[config.mk]
export PLATFORM = sky130hd
export DESIGN_NAME = pkm_queue
export DESIGN_NICKNAME = d
export VERILOG_FILES = /design/src/pkm_pkg.sv /design/src/pkm_queue.sv
export SDC_FILE = /design/constraint.sdc
export NUM_CORES = 1
export LEC_CHECK = 0
export BUFFER_PORTS_ARGS = -buffer_cell sky130_fd_sc_hd__buf_4
export CELL_PAD_IN_SITES_DETAIL_PLACEMENT = 2
export CELL_PAD_IN_SITES_GLOBAL_PLACEMENT = 2
export CORE_MARGIN = 2
export CORE_UTILIZATION = 41
export CTS_CLUSTER_SIZE = 10
export DETAILED_ROUTE_END_ITERATION = 16
export GPL_ROUTABILITY_DRIVEN = 0
export PLACE_DENSITY = 0.85
export SYNTH_ARGS = -nofsm -noshare
export SYNTH_HDL_FRONTEND = slang
export SYNTH_SLANG_ARGS = --single-unit
[constraint.sdc]
create_clock -name clk -period 25.6 [get_ports clk]
set_input_delay 1.28 -clock clk [delete_from_list [all_inputs] [get_ports clk]]
set_output_delay 1.28 -clock clk [all_outputs]
set_load 0.01 [all_outputs]
[src/pkm_pkg.sv]
`default_nettype none
package pkm_pkg;

    // Ring size default and the widest slot index the ring can need
    localparam int RING_DEPTH_DEF = 1024;
    localparam int SLOT_MAX_W     = 16;

    // Depth of the queue between front and back
    localparam int QUEUE_DEPTH = 2;

    // Command codes
    localparam logic CMD_PACKET = 1'b0;
    localparam logic CMD_TICK   = 1'b1;

    // Constants
    localparam logic [31:0] MARKER_RESET = 32'h0000_1234;
    localparam logic [30:0] COUNT_MAX    = 31'h7FFF_FFFF;
    localparam logic signed [63:0] WIN_MIN_RESET = 64'sh7FFF_FFFF_FFFF_FFFF;
    localparam logic signed [63:0] WIN_MAX_RESET = 64'sh8000_0000_0000_0000;
    localparam logic [31:0] PEAK_RESET   = 32'hFFFF_FFFF;
    localparam logic [31:0] SAT_POS      = 32'h7FFF_FFFF;
    localparam logic [31:0] SAT_NEG      = 32'h8000_0000;

    // Classified word handed from front to back
    typedef struct packed {
        logic                  is_tick;
        logic [30:0]           seq;
        logic [62:0]           send;
        logic [62:0]           recv;
        logic [SLOT_MAX_W-1:0] slot;
    } pkm_op_t;

    // One ring entry
    typedef struct packed {
        logic        filled;
        logic [30:0] seq;
        logic [62:0] send;
        logic [62:0] recv;
    } pkm_entry_t;

    // Saturating increment of a 31-bit counter
    function automatic logic [30:0] sat_inc31(input logic [30:0] v);
        return (v == COUNT_MAX) ? COUNT_MAX : v + 31'd1;
    endfunction

endpackage
`default_nettype wire

[src/pkm_queue.sv]
`default_nettype none
module pkm_queue
    import pkm_pkg::*;
(
    input  wire logic    clk,
    input  wire logic    rst_n,
    input  wire logic    push_valid,
    input  wire pkm_op_t push_data,
    output logic         full,
    input  wire logic    pop,
    output pkm_op_t      pop_data,
    output logic         empty
);

    localparam int PTR_W = (QUEUE_DEPTH > 1) ? $clog2(QUEUE_DEPTH) : 1;
    localparam int CNT_W = $clog2(QUEUE_DEPTH + 1);
    localparam logic [PTR_W-1:0] PTR_LAST = PTR_W'(QUEUE_DEPTH - 1);
    localparam logic [CNT_W-1:0] CNT_FULL = CNT_W'(QUEUE_DEPTH);

    pkm_op_t          entry_reg [QUEUE_DEPTH];
    logic [PTR_W-1:0] wr_ptr_reg, wr_ptr_next;
    logic [PTR_W-1:0] rd_ptr_reg, rd_ptr_next;
    logic [CNT_W-1:0] count_reg, count_next;
    logic             do_push, do_pop;

    assign full     = (count_reg == CNT_FULL);
    assign empty    = (count_reg == '0);
    assign do_push  = push_valid && !full;
    assign do_pop   = pop && !empty;
    assign pop_data = entry_reg[rd_ptr_reg];

    // Pointer and fill bookkeeping
    always_comb
    begin
        wr_ptr_next = wr_ptr_reg;
        rd_ptr_next = rd_ptr_reg;
        count_next  = count_reg;
        if (do_push)
        begin
            wr_ptr_next = (wr_ptr_reg == PTR_LAST) ? '0 : wr_ptr_reg + 1'b1;
        end
        if (do_pop)
        begin
            rd_ptr_next = (rd_ptr_reg == PTR_LAST) ? '0 : rd_ptr_reg + 1'b1;
        end
        if (do_push && !do_pop)
        begin
            count_next = count_reg + 1'b1;
        end
        else if (do_pop && !do_push)
        begin
            count_next = count_reg - 1'b1;
        end
    end

    always_ff @(posedge clk or negedge rst_n)
    begin
        if (!rst_n)
        begin
            wr_ptr_reg <= '0;
            rd_ptr_reg <= '0;
            count_reg  <= '0;
        end
        else
        begin
            wr_ptr_reg <= wr_ptr_next;
            rd_ptr_reg <= rd_ptr_next;
            count_reg  <= count_next;
        end
    end

    // Storage, no reset
    always_ff @(posedge clk)
    begin
        if (do_push)
        begin
            entry_reg[wr_ptr_reg] <= push_data;
        end
    end

endmodule
`default_nettype wire

==> qor.txt <==
outcome: finished clean
worst skew pair latency: 510 ps
PostCTS Resize Cnt: 0
Min-Delay Path Class: register to register
Layout Nets: 1123
Die Y-Extent: 181 µm
max reg flops: 348
PortBufs: 353
startpoint of the worst hold path: count_reg[1]
area of the multi-input gates: 2060 µm²
Starting DRT DRC Count: 310
Setup Viol. Count Final: 0
Worst EP required: 24320 ps
cell mode on critical path: buf_4
Final Skew: 10.4 ps
Final WS setup: 21420 ps
Die ar.: 32600 µm²
M2 GR Usage: 0.386
Worst IR Drop VDD: 80.0 µV
antenna violations before repair: 4
gr busiest metal: met2
crit-path max cell delay: 920 ps
R2R Setup Slk: 22470 ps
top cells by count, synth: 348 x edfxtp_1, 174 x mux2_2, 15 x buf_6, 4 x dfrtp_1
Setup TNS: 0 ps
CTS sink count: 352
GRT Total Usage: 0.206
crit path max fanout: 65
Hold Buf Count CTS: 0
switching power of the nets: 0.569 mW
synthesized area: 12800 µm²
largest net degree at the start of global routing: 67
CP startpoint kind: register
Tmin final: 4180 ps
via count: 6732
Place WS: 21760 ps
register cell area after layout: 10600 µm²
most numerous cell in the Yosys netlist: edfxtp_1
clock slew at reported path FFs: 50 ps
Worst R2R Path Depth: 5
clock group share of total power: 0.253
Core Box Area: 30700 µm²
synthesized instance count: 560
CTS tree: done
sw frac: 0.291
CTS buffer count: 41
Comb pwr share: 0.315
met3 GRT Util: 0.0615
vias in the first global route: 7758
Setup crit end kind: output port
asr flop ratio synth: 0.0114
Max Slew Vio Count: 0
post-detailed-routing wire length: 33800 µm
Synth area leader: edfxtp_1
Yosys reg bits: 352
max_cap viols: 0
clock tree buffer depth: 3
Critical Path, Cell by Cell: buf_4 -> mux2_2 -> buf_4
Internal: 1.39 mW
Final period util: 0.163
CTS root buf: clkbuf_16
hold path endpoint: count_reg[1]
gr ovfl total: 0
Synth top area share: 0.816
critical path class: register to output port
Seq/Total Area, Yosys: 0.824
Residual DRC: 0
die width: 181 µm
sequential power share: 0.432
slowest cell on the critical path: dfrtp_4
io pins: 354
CTS H-tree lvls: 2
Synth warnings: 0
DR WL/cell: 25.0 µm
Fillers: 2667
DP HPWL: 24100 µm
hold path cells: 1
final hold violations: 0
reg2reg start: count_reg[0]
syn_nets: 739
Finished Core Util: 0.552
unrepaired setup endpoints after global routing: no
Primary FF master, synth: edfxtp_1
Mapped Avg Cell Area: 22.9 µm²
Fmax achieved: 239 MHz
pwr/cell area: 116 nW/µm²
Area contributors post-synth: edfxtp_1 82%, mux2_2 15%, buf_6 1.3%
static leakage: 6.27 nW
Slew HR: 0.369
Initial Util: 0.417
FF-to-FF End: entry_reg[0][93]
first-pass GRT wire length: 49900 µm
CP Data Arrival Time: 2900 ps
number of flops mapped to enable cells by yosys: 348
delay-heaviest family, CP: buffers and inverters
postcts setup bufs: 0
DRT Pass-1 Iters: 5
CP bufs+invs: 2
Via density: 4.97
Netlist cell types: 15
antenna viol nets, final: 0
share of layout cells above drive strength 1: 0.606
met1 Use GR: 0.219
Rows: 64
Slew @ Worst Pin: 947 ps
Area growth syn-to-layout: 32.2%
==> power groups by stage <==
stage	sequential (mW)	combinational, mW	clock (mW)
after floorplan	0.851	0.354	0
after global placement	0.839	0.608	0
after detailed placement	0.857	0.627	0
after CTS	0.847	0.632	0.510
after global routing	0.857	0.657	0.531
final	0.844	0.616	0.495
==> kinds of logic (layout without fill, tap and decap cells) <==
| group | Yosys count | after routing | synth area share |
|---|---|---|---|
| mux | 174 | 174 | 0.153 |
| buf+inv | 21 | 416 | 0.0157 |
| flops | 352 | 352 | 0.824 |
| other cells | 0 | 4 | 0 |
| simple gates | 6 | 6 | 0.00215 |
| fa+ha+maj | 1 | 1 | 0.000977 |
| compound gates | 1 | 1 | 0.000391 |
| xor+xnor | 5 | 5 | 0.00342 |
==> cell usage in the layout (no fill, tap or decap) <==
| master | n |
|---|---|
| diode_2 | 4 |
| o21ai_0 | 1 |
| buf_4 | 360 |
| dfrtp_4 | 1 |
| clkbuf_16 | 41 |
| ha_1 | 1 |
| nand2_1 | 1 |
| edfxtp_1 | 348 |
| dfrtp_1 | 3 |
| nor2_4 | 1 |
| mux2_2 | 174 |
| xor2_1 | 2 |
| clkbuf_1 | 12 |
| nand2b_1 | 1 |
| clkbuf_8 | 1 |
| inv_1 | 2 |
| nor2_1 | 2 |
| and3_4 | 1 |
| xnor2_1 | 3 |
==> final cells by class <==
| cell class | instances | area share |
|---|---|---|
| diodes | 4 | 0.000592 |
| clock buffers | 54 | 0.0641 |
| inverters | 2 | 0.000444 |
| multi-input cells | 187 | 0.122 |
| flip-flops and latches | 352 | 0.624 |
| well taps | 396 | 0.0293 |
| repair buffers | 360 | 0.160 |
==> worst max path at each step <==
stage | startpoint | endpoint | slack [ps] | cells past startpoint
2_1_floorplan | push_valid | entry_reg[0][0] | 16300 | 2
3_3_place_gp | rd_ptr_reg | pop_data[133] | 21860 | 3
3_5_place_dp | push_valid | entry_reg[0][100] | 21760 | 5
4_1_cts | rd_ptr_reg | pop_data[133] | 21360 | 3
5_1_grt | rd_ptr_reg | pop_data[165] | 21240 | 3
6_report | rd_ptr_reg | pop_data[165] | 21420 | 3
==> per-stage QoR <==
step                      total power [mW]  hold WS [ps]  area [µm²]  std cells
after floorplan                       1.21           461       12800        560
after global placement                1.45           514       15800       1297
after detailed placement              1.48           524       15800       1297
after CTS                             1.99           540       16900       1351
after global routing                  2.05           544       16900       1354
final                                 1.95           537       16900       1355
==> metal layers <==
metal / routed length (µm) / vias to the layer above / share of wire
met4: 922 / 0 / 0.027
met5: 0 / - / 0
met3: 2450 / 57 / 0.072
li1: - / 2997 / -
met1: 11600 / 3420 / 0.34
met2: 18800 / 258 / 0.56
==> worst register-to-register path, stage by stage (launching register included) <==
cell	delay [ps]
dfrtp_1	440
nand2b_1	230
nand2_1	190
nor2_4	570
buf_4	450
buf_4	810
Note: power is estimated with default switching activity, not from simulation.
