**config.mk**
```make
export PLATFORM = sky130hd
export DESIGN_NAME = pkm_front
export DESIGN_NICKNAME = d
export VERILOG_FILES = /design/src/pkm_pkg.sv /design/src/pkm_front.sv
export SDC_FILE = /design/constraint.sdc
export NUM_CORES = 1
export LEC_CHECK = 0
export BUFFER_PORTS_ARGS = -buffer_cell sky130_fd_sc_hd__clkbuf_2
export CORE_AREA = 2 2 155 157
export DETAILED_ROUTE_END_ITERATION = 7
export DIE_AREA = 0 0 157 159
export HOLD_SLACK_MARGIN = 0.02
export PLACE_DENSITY = 0.51
export SLEW_MARGIN = 20
export SYNTH_ARGS = -nofsm -noshare
export SYNTH_HDL_FRONTEND = slang
export SYNTH_SLANG_ARGS = --single-unit
```
**constraint.sdc**
```tcl
create_clock -name clk -period 3.98 [get_ports clk]
set_input_delay 0.199 -clock clk [delete_from_list [all_inputs] [get_ports clk]]
set_output_delay 0.199 -clock clk [all_outputs]
set_load 0.01 [all_outputs]
```
**src/pkm_pkg.sv**
```systemverilog
`default_nettype none
package pkm_pkg;

    // Ring size default and the widest slot index the ring can need
    localparam int RING_DEPTH_DEF = 1024;
    localparam int SLOT_MAX_W     = 16;

    // Depth of the queue between front and back
    localparam int QUEUE_DEPTH = 2;

    // Command codes
    localparam logic CMD_PACKET = 1'b0;
    localparam logic CMD_TICK   = 1'b1;

    // Constants
    localparam logic [31:0] MARKER_RESET = 32'h0000_1234;
    localparam logic [30:0] COUNT_MAX    = 31'h7FFF_FFFF;
    localparam logic signed [63:0] WIN_MIN_RESET = 64'sh7FFF_FFFF_FFFF_FFFF;
    localparam logic signed [63:0] WIN_MAX_RESET = 64'sh8000_0000_0000_0000;
    localparam logic [31:0] PEAK_RESET   = 32'hFFFF_FFFF;
    localparam logic [31:0] SAT_POS      = 32'h7FFF_FFFF;
    localparam logic [31:0] SAT_NEG      = 32'h8000_0000;

    // Classified word handed from front to back
    typedef struct packed {
        logic                  is_tick;
        logic [30:0]           seq;
        logic [62:0]           send;
        logic [62:0]           recv;
        logic [SLOT_MAX_W-1:0] slot;
    } pkm_op_t;

    // One ring entry
    typedef struct packed {
        logic        filled;
        logic [30:0] seq;
        logic [62:0] send;
        logic [62:0] recv;
    } pkm_entry_t;

    // Saturating increment of a 31-bit counter
    function automatic logic [30:0] sat_inc31(input logic [30:0] v);
        return (v == COUNT_MAX) ? COUNT_MAX : v + 31'd1;
    endfunction

endpackage
`default_nettype wire

```
**src/pkm_front.sv**
```systemverilog
`default_nettype none
module pkm_front
    import pkm_pkg::*;
#(
    parameter int RING_DEPTH = RING_DEPTH_DEF
) (
    input  wire logic        clk,
    input  wire logic        rst_n,
    input  wire logic [31:0] marker_value,
    input  wire logic        hold,
    input  wire logic        pkt_valid,
    output logic             pkt_stall,
    input  wire logic        cmd,
    input  wire logic [31:0] marker,
    input  wire logic [30:0] seq_num,
    input  wire logic [62:0] send_time,
    input  wire logic [62:0] recv_time,
    output logic             push_valid,
    output pkm_op_t          push_data,
    input  wire logic        q_full
);

    localparam int SLOT_W = $clog2(RING_DEPTH);
    // floor(2^32 / depth): quotient estimate is exact or one low
    localparam logic [31:0] RECIP   = 32'((64'd1 << 32) / 64'(RING_DEPTH));
    localparam logic [30:0] DEPTH31 = 31'(RING_DEPTH);

    typedef enum logic [3:0] {
        F_IDLE  = 4'b0001,
        F_MUL_Q = 4'b0010,
        F_MUL_D = 4'b0100,
        F_PUSH  = 4'b1000
    } front_state_t;

    front_state_t state_reg, state_next;
    logic         is_tick_reg, is_tick_next;
    logic [30:0]  seq_reg, seq_next;
    logic [62:0]  send_reg, send_next;
    logic [62:0]  recv_reg, recv_next;
    logic [30:0]  q_reg, q_next;
    logic [30:0]  qd_reg, qd_next;
    logic [62:0]  prod;
    logic [30:0]  rem_raw, rem;

    assign pkt_stall = hold || (state_reg != F_IDLE);

    // Slot = seq mod depth by reciprocal multiply and one correction
    assign prod    = 63'(seq_reg) * 63'(RECIP);
    assign rem_raw = seq_reg - qd_reg;
    assign rem     = (rem_raw >= DEPTH31) ? rem_raw - DEPTH31 : rem_raw;

    assign push_data.is_tick = is_tick_reg;
    assign push_data.seq     = seq_reg;
    assign push_data.send    = send_reg;
    assign push_data.recv    = recv_reg;
    assign push_data.slot    = SLOT_MAX_W'(rem[SLOT_W-1:0]);

    // Accept, filter on marker, work out the slot, hand over
    always_comb
    begin
        state_next   = state_reg;
        is_tick_next = is_tick_reg;
        seq_next     = seq_reg;
        send_next    = send_reg;
        recv_next    = recv_reg;
        q_next       = q_reg;
        qd_next      = qd_reg;
        push_valid   = 1'b0;
        unique case (state_reg)
            F_IDLE:
            begin
                if (pkt_valid && !hold)
                begin
                    seq_next  = seq_num;
                    send_next = send_time;
                    recv_next = recv_time;
                    if (cmd == CMD_TICK)
                    begin
                        is_tick_next = 1'b1;
                        state_next   = F_PUSH;
                    end
                    else if (marker == marker_value)
                    begin
                        is_tick_next = 1'b0;
                        state_next   = F_MUL_Q;
                    end
                end
            end
            F_MUL_Q:
            begin
                q_next     = prod[62:32];
                state_next = F_MUL_D;
            end
            F_MUL_D:
            begin
                qd_next    = q_reg * DEPTH31;
                state_next = F_PUSH;
            end
            F_PUSH:
            begin
                push_valid = 1'b1;
                if (!q_full)
                begin
                    state_next = F_IDLE;
                end
            end
            default:
            begin
                state_next = F_IDLE;
            end
        endcase
    end

    always_ff @(posedge clk or negedge rst_n)
    begin
        if (!rst_n)
        begin
            state_reg   <= F_IDLE;
            is_tick_reg <= 1'b0;
        end
        else
        begin
            state_reg   <= state_next;
            is_tick_reg <= is_tick_next;
        end
    end

    always_ff @(posedge clk)
    begin
        seq_reg  <= seq_next;
        send_reg <= send_next;
        recv_reg <= recv_next;
        q_reg    <= q_next;
        qd_reg   <= qd_next;
    end

endmodule
`default_nettype wire

```
==> out/qor.yml <==
status: "finished clean"
hold_viol_final: 0
area_growth_pct: 82.42
syn_area_per_cell_sq_um: 22.43
register_area_sq_um: 4841
place_hpwl_mm: 12.38
gp_congestion: 0.7699
ant_nets: 0
cp-end-kind: "flip-flop"
synth.area.mux_share_pct: 0.3887
grt_antenna_before_repair: 0
synth_seq_cells: 162
rr_worst_depth: 3
cts_setup_buffers: 0
die_area_sq_um: 24960
fin_util_pct: 43.05
hold-worst-slack_ps: 128.1
slew-limit-headroom_pct: 56.62
cts_tree: "built"
numPortBuffers: 396
fin_crit_sh_pct: 61.09
arrival_ps: 2500
rsz0062_at_grt: "false"
crit_path_top_delay_cell: "dfstp_2"
slowest_delay_ps: 580
clock_latency_ps: 410
die_w_um: 157
crit_chain: "or4b_4 > nor2_4 > buf_12"
synth_top_family_by_area: "XOR/XNOR gates"
placed_area_sq_um: 7785
grtUsageTotal_pct: 13.23
multi_input_area_sq_um: 515.5
reg2reg_slack_ps: 1550
path_class: "reg -> reg"
synth_edf_count: 157
path_clk_slew_ps: 70
clk_path_buf_depth: 2
synthAdderAreaFrac_pct: 0
core.rowCount: 56
ys_warn_count: 0
r2r-end: "recv_reg[38]"
hp-class: "in -> async"
core_sq_um: 23190
synth_cell_type_count: 25
dp_slack_ps: 1537
seq_area_frac_synth_pct: 88.45
drcViolationCount: 0
clock_skew_ps: 8.239
power_density_nw_per_um2: 409.1
crit-reg2reg-launch: "state_reg[0]"
ios: 403
route.vias.total: 4320
viasPerCell: 3.789
async_flop_share_pct: 3.086
synth_xor_area_share_pct: 5.121
drive_above_1_share_pct: 52.74
worstPathRequired_ps: 4050
root_buffer: "clkbuf_16"
peakVddDrop_v: 0.0002206
syn_inst: 244
nets: 1036
drtIter0Drc: 110
fp.dieH_um: 159
crit_fanout: 72
cts_buffers: 17
synth_compound_area_share_pct: 0.8230
routed_wl_mm: 16.77
clkSinkCount: 162
clock.fmax_ghz: 0.4113
synth_area_leaders: "edfxtp_1 86%, xnor2_1 5.1%, buf_4 2.3%"
synthSimpleGateAreaFrac_pct: 2.675
grt.overflow.total: 0
synth.top_cells.by_count: "157 x edfxtp_1, 32 x xnor2_1, 17 x buf_4, 8 x nand4_1"
grt_pass1_wl_mm: 24.59
netlist_area_sq_um: 5473
place_inst: 949
cp-start-kind: "flip-flop"
yosys.cell_count.top_type: "edfxtp_1"
crit_family: "simple AND/OR/NAND/NOR gates"
ys.flop_type: "edfxtp_1"
fillCellCount: 2136
synth_top_area_share_pct: 86.15
setup_violations: 0
maxCapViolations: 0
grt_start_max_net_pins: 73
diodes: 0
grt_pass1_vias: 4654
first_pass_iters: 6
yosys.area.top_type: "edfxtp_1"
period_needed_ps: 2432
wire_per_inst_um: 14.71
fin_ws_ps: 1548
fin_area_sq_um: 9983
cts_htree_levels: 4
worstMarginPinSlew_ps: 649.2
p_leak_nw: 4.272
start_util_pct: 23.60
path_buf_inv: 1
slew_viol_final: 0
fin_cells: 1140
[kinds of logic after synthesis]
| group | after synthesis |
|---|---|
| AND/OR/NAND/NOR | 22 |
| XOR/XNOR | 32 |
| multiplexers | 2 |
| other | 1 |
| buffers and inverters | 19 |
| AO/OA/AOI/OAI | 6 |
| flip-flops | 162 |
[worst max-delay path by stage]
stage	endpoint	from	cells after the start
after floorplan	is_tick_reg	state_reg[0]	4
after detailed placement	send_reg[47]	state_reg[0]	3
after CTS	recv_reg[24]	state_reg[0]	3
after global placement	recv_reg[38]	state_reg[0]	3
after global routing	recv_reg[38]	state_reg[0]	3
final	recv_reg[38]	state_reg[0]	3
[placed cells by master, fill, tap and decap left out, types with 2 or more instances in the layout]
master	instances
clkbuf_2	396
dlygate4sd3_1	160
edfxtp_1	157
xnor2_1	32
clkbuf_16	17
nand4_1	8
conb_1	6
nor4_1	4
inv_6	4
dfrtp_1	4
nand2b_1	2
inv_1	2
nand2_1	2
clkinv_4	2
bufinv_16	2
inv_8	2
clkinvlp_4	2
buf_12	2
[per-stage QoR]
step | setup TNS, ps | total power, mW
final | 0 | 4.084
after global routing | 0 | 4.260
after CTS | 0 | 4.166
after detailed placement | 0 | 2.355
after global placement | 0 | 2.349
after floorplan | -44.37 | 2.150
[report_power, final]
group	internal (mW)	total [mW]	leakage [nW]	switching, mW
sequential	1.97	1.99	1.52	0.0228
clock	0.944	1.64	0.287	0.698
combinational	0.259	0.454	2.46	0.195
[final cells by class]
cell class	count	area share, %
Clock inverter	14	1.717
Multi-Input combinational cell	68	5.164
Sequential cell	162	48.49
Timing Repair Buffer	558	36.30
Clock buffer	17	4.261
Tap cell	319	3.998
Inverter	2	0.07520
[repair_timing]
item,4_1_cts,5_1_grt
hold buffers,160,0
resized for setup,0,0
hold endpoints to repair,164,0
setup endpoints to repair,0,0
[layer usage]
layer  share of wire (%)  GRT usage, %  vias to the layer above  wire [um]
li1                    -             -                     2052          -
met1                  34         12.61                     1986       5751
met2                  54         25.00                      254       9041
met3                 9.0         4.600                       28       1503
met4                 2.8         6.088                        0        475
met5                   0             0                        -          0
Note: power is estimated with default switching activity, not from simulation.
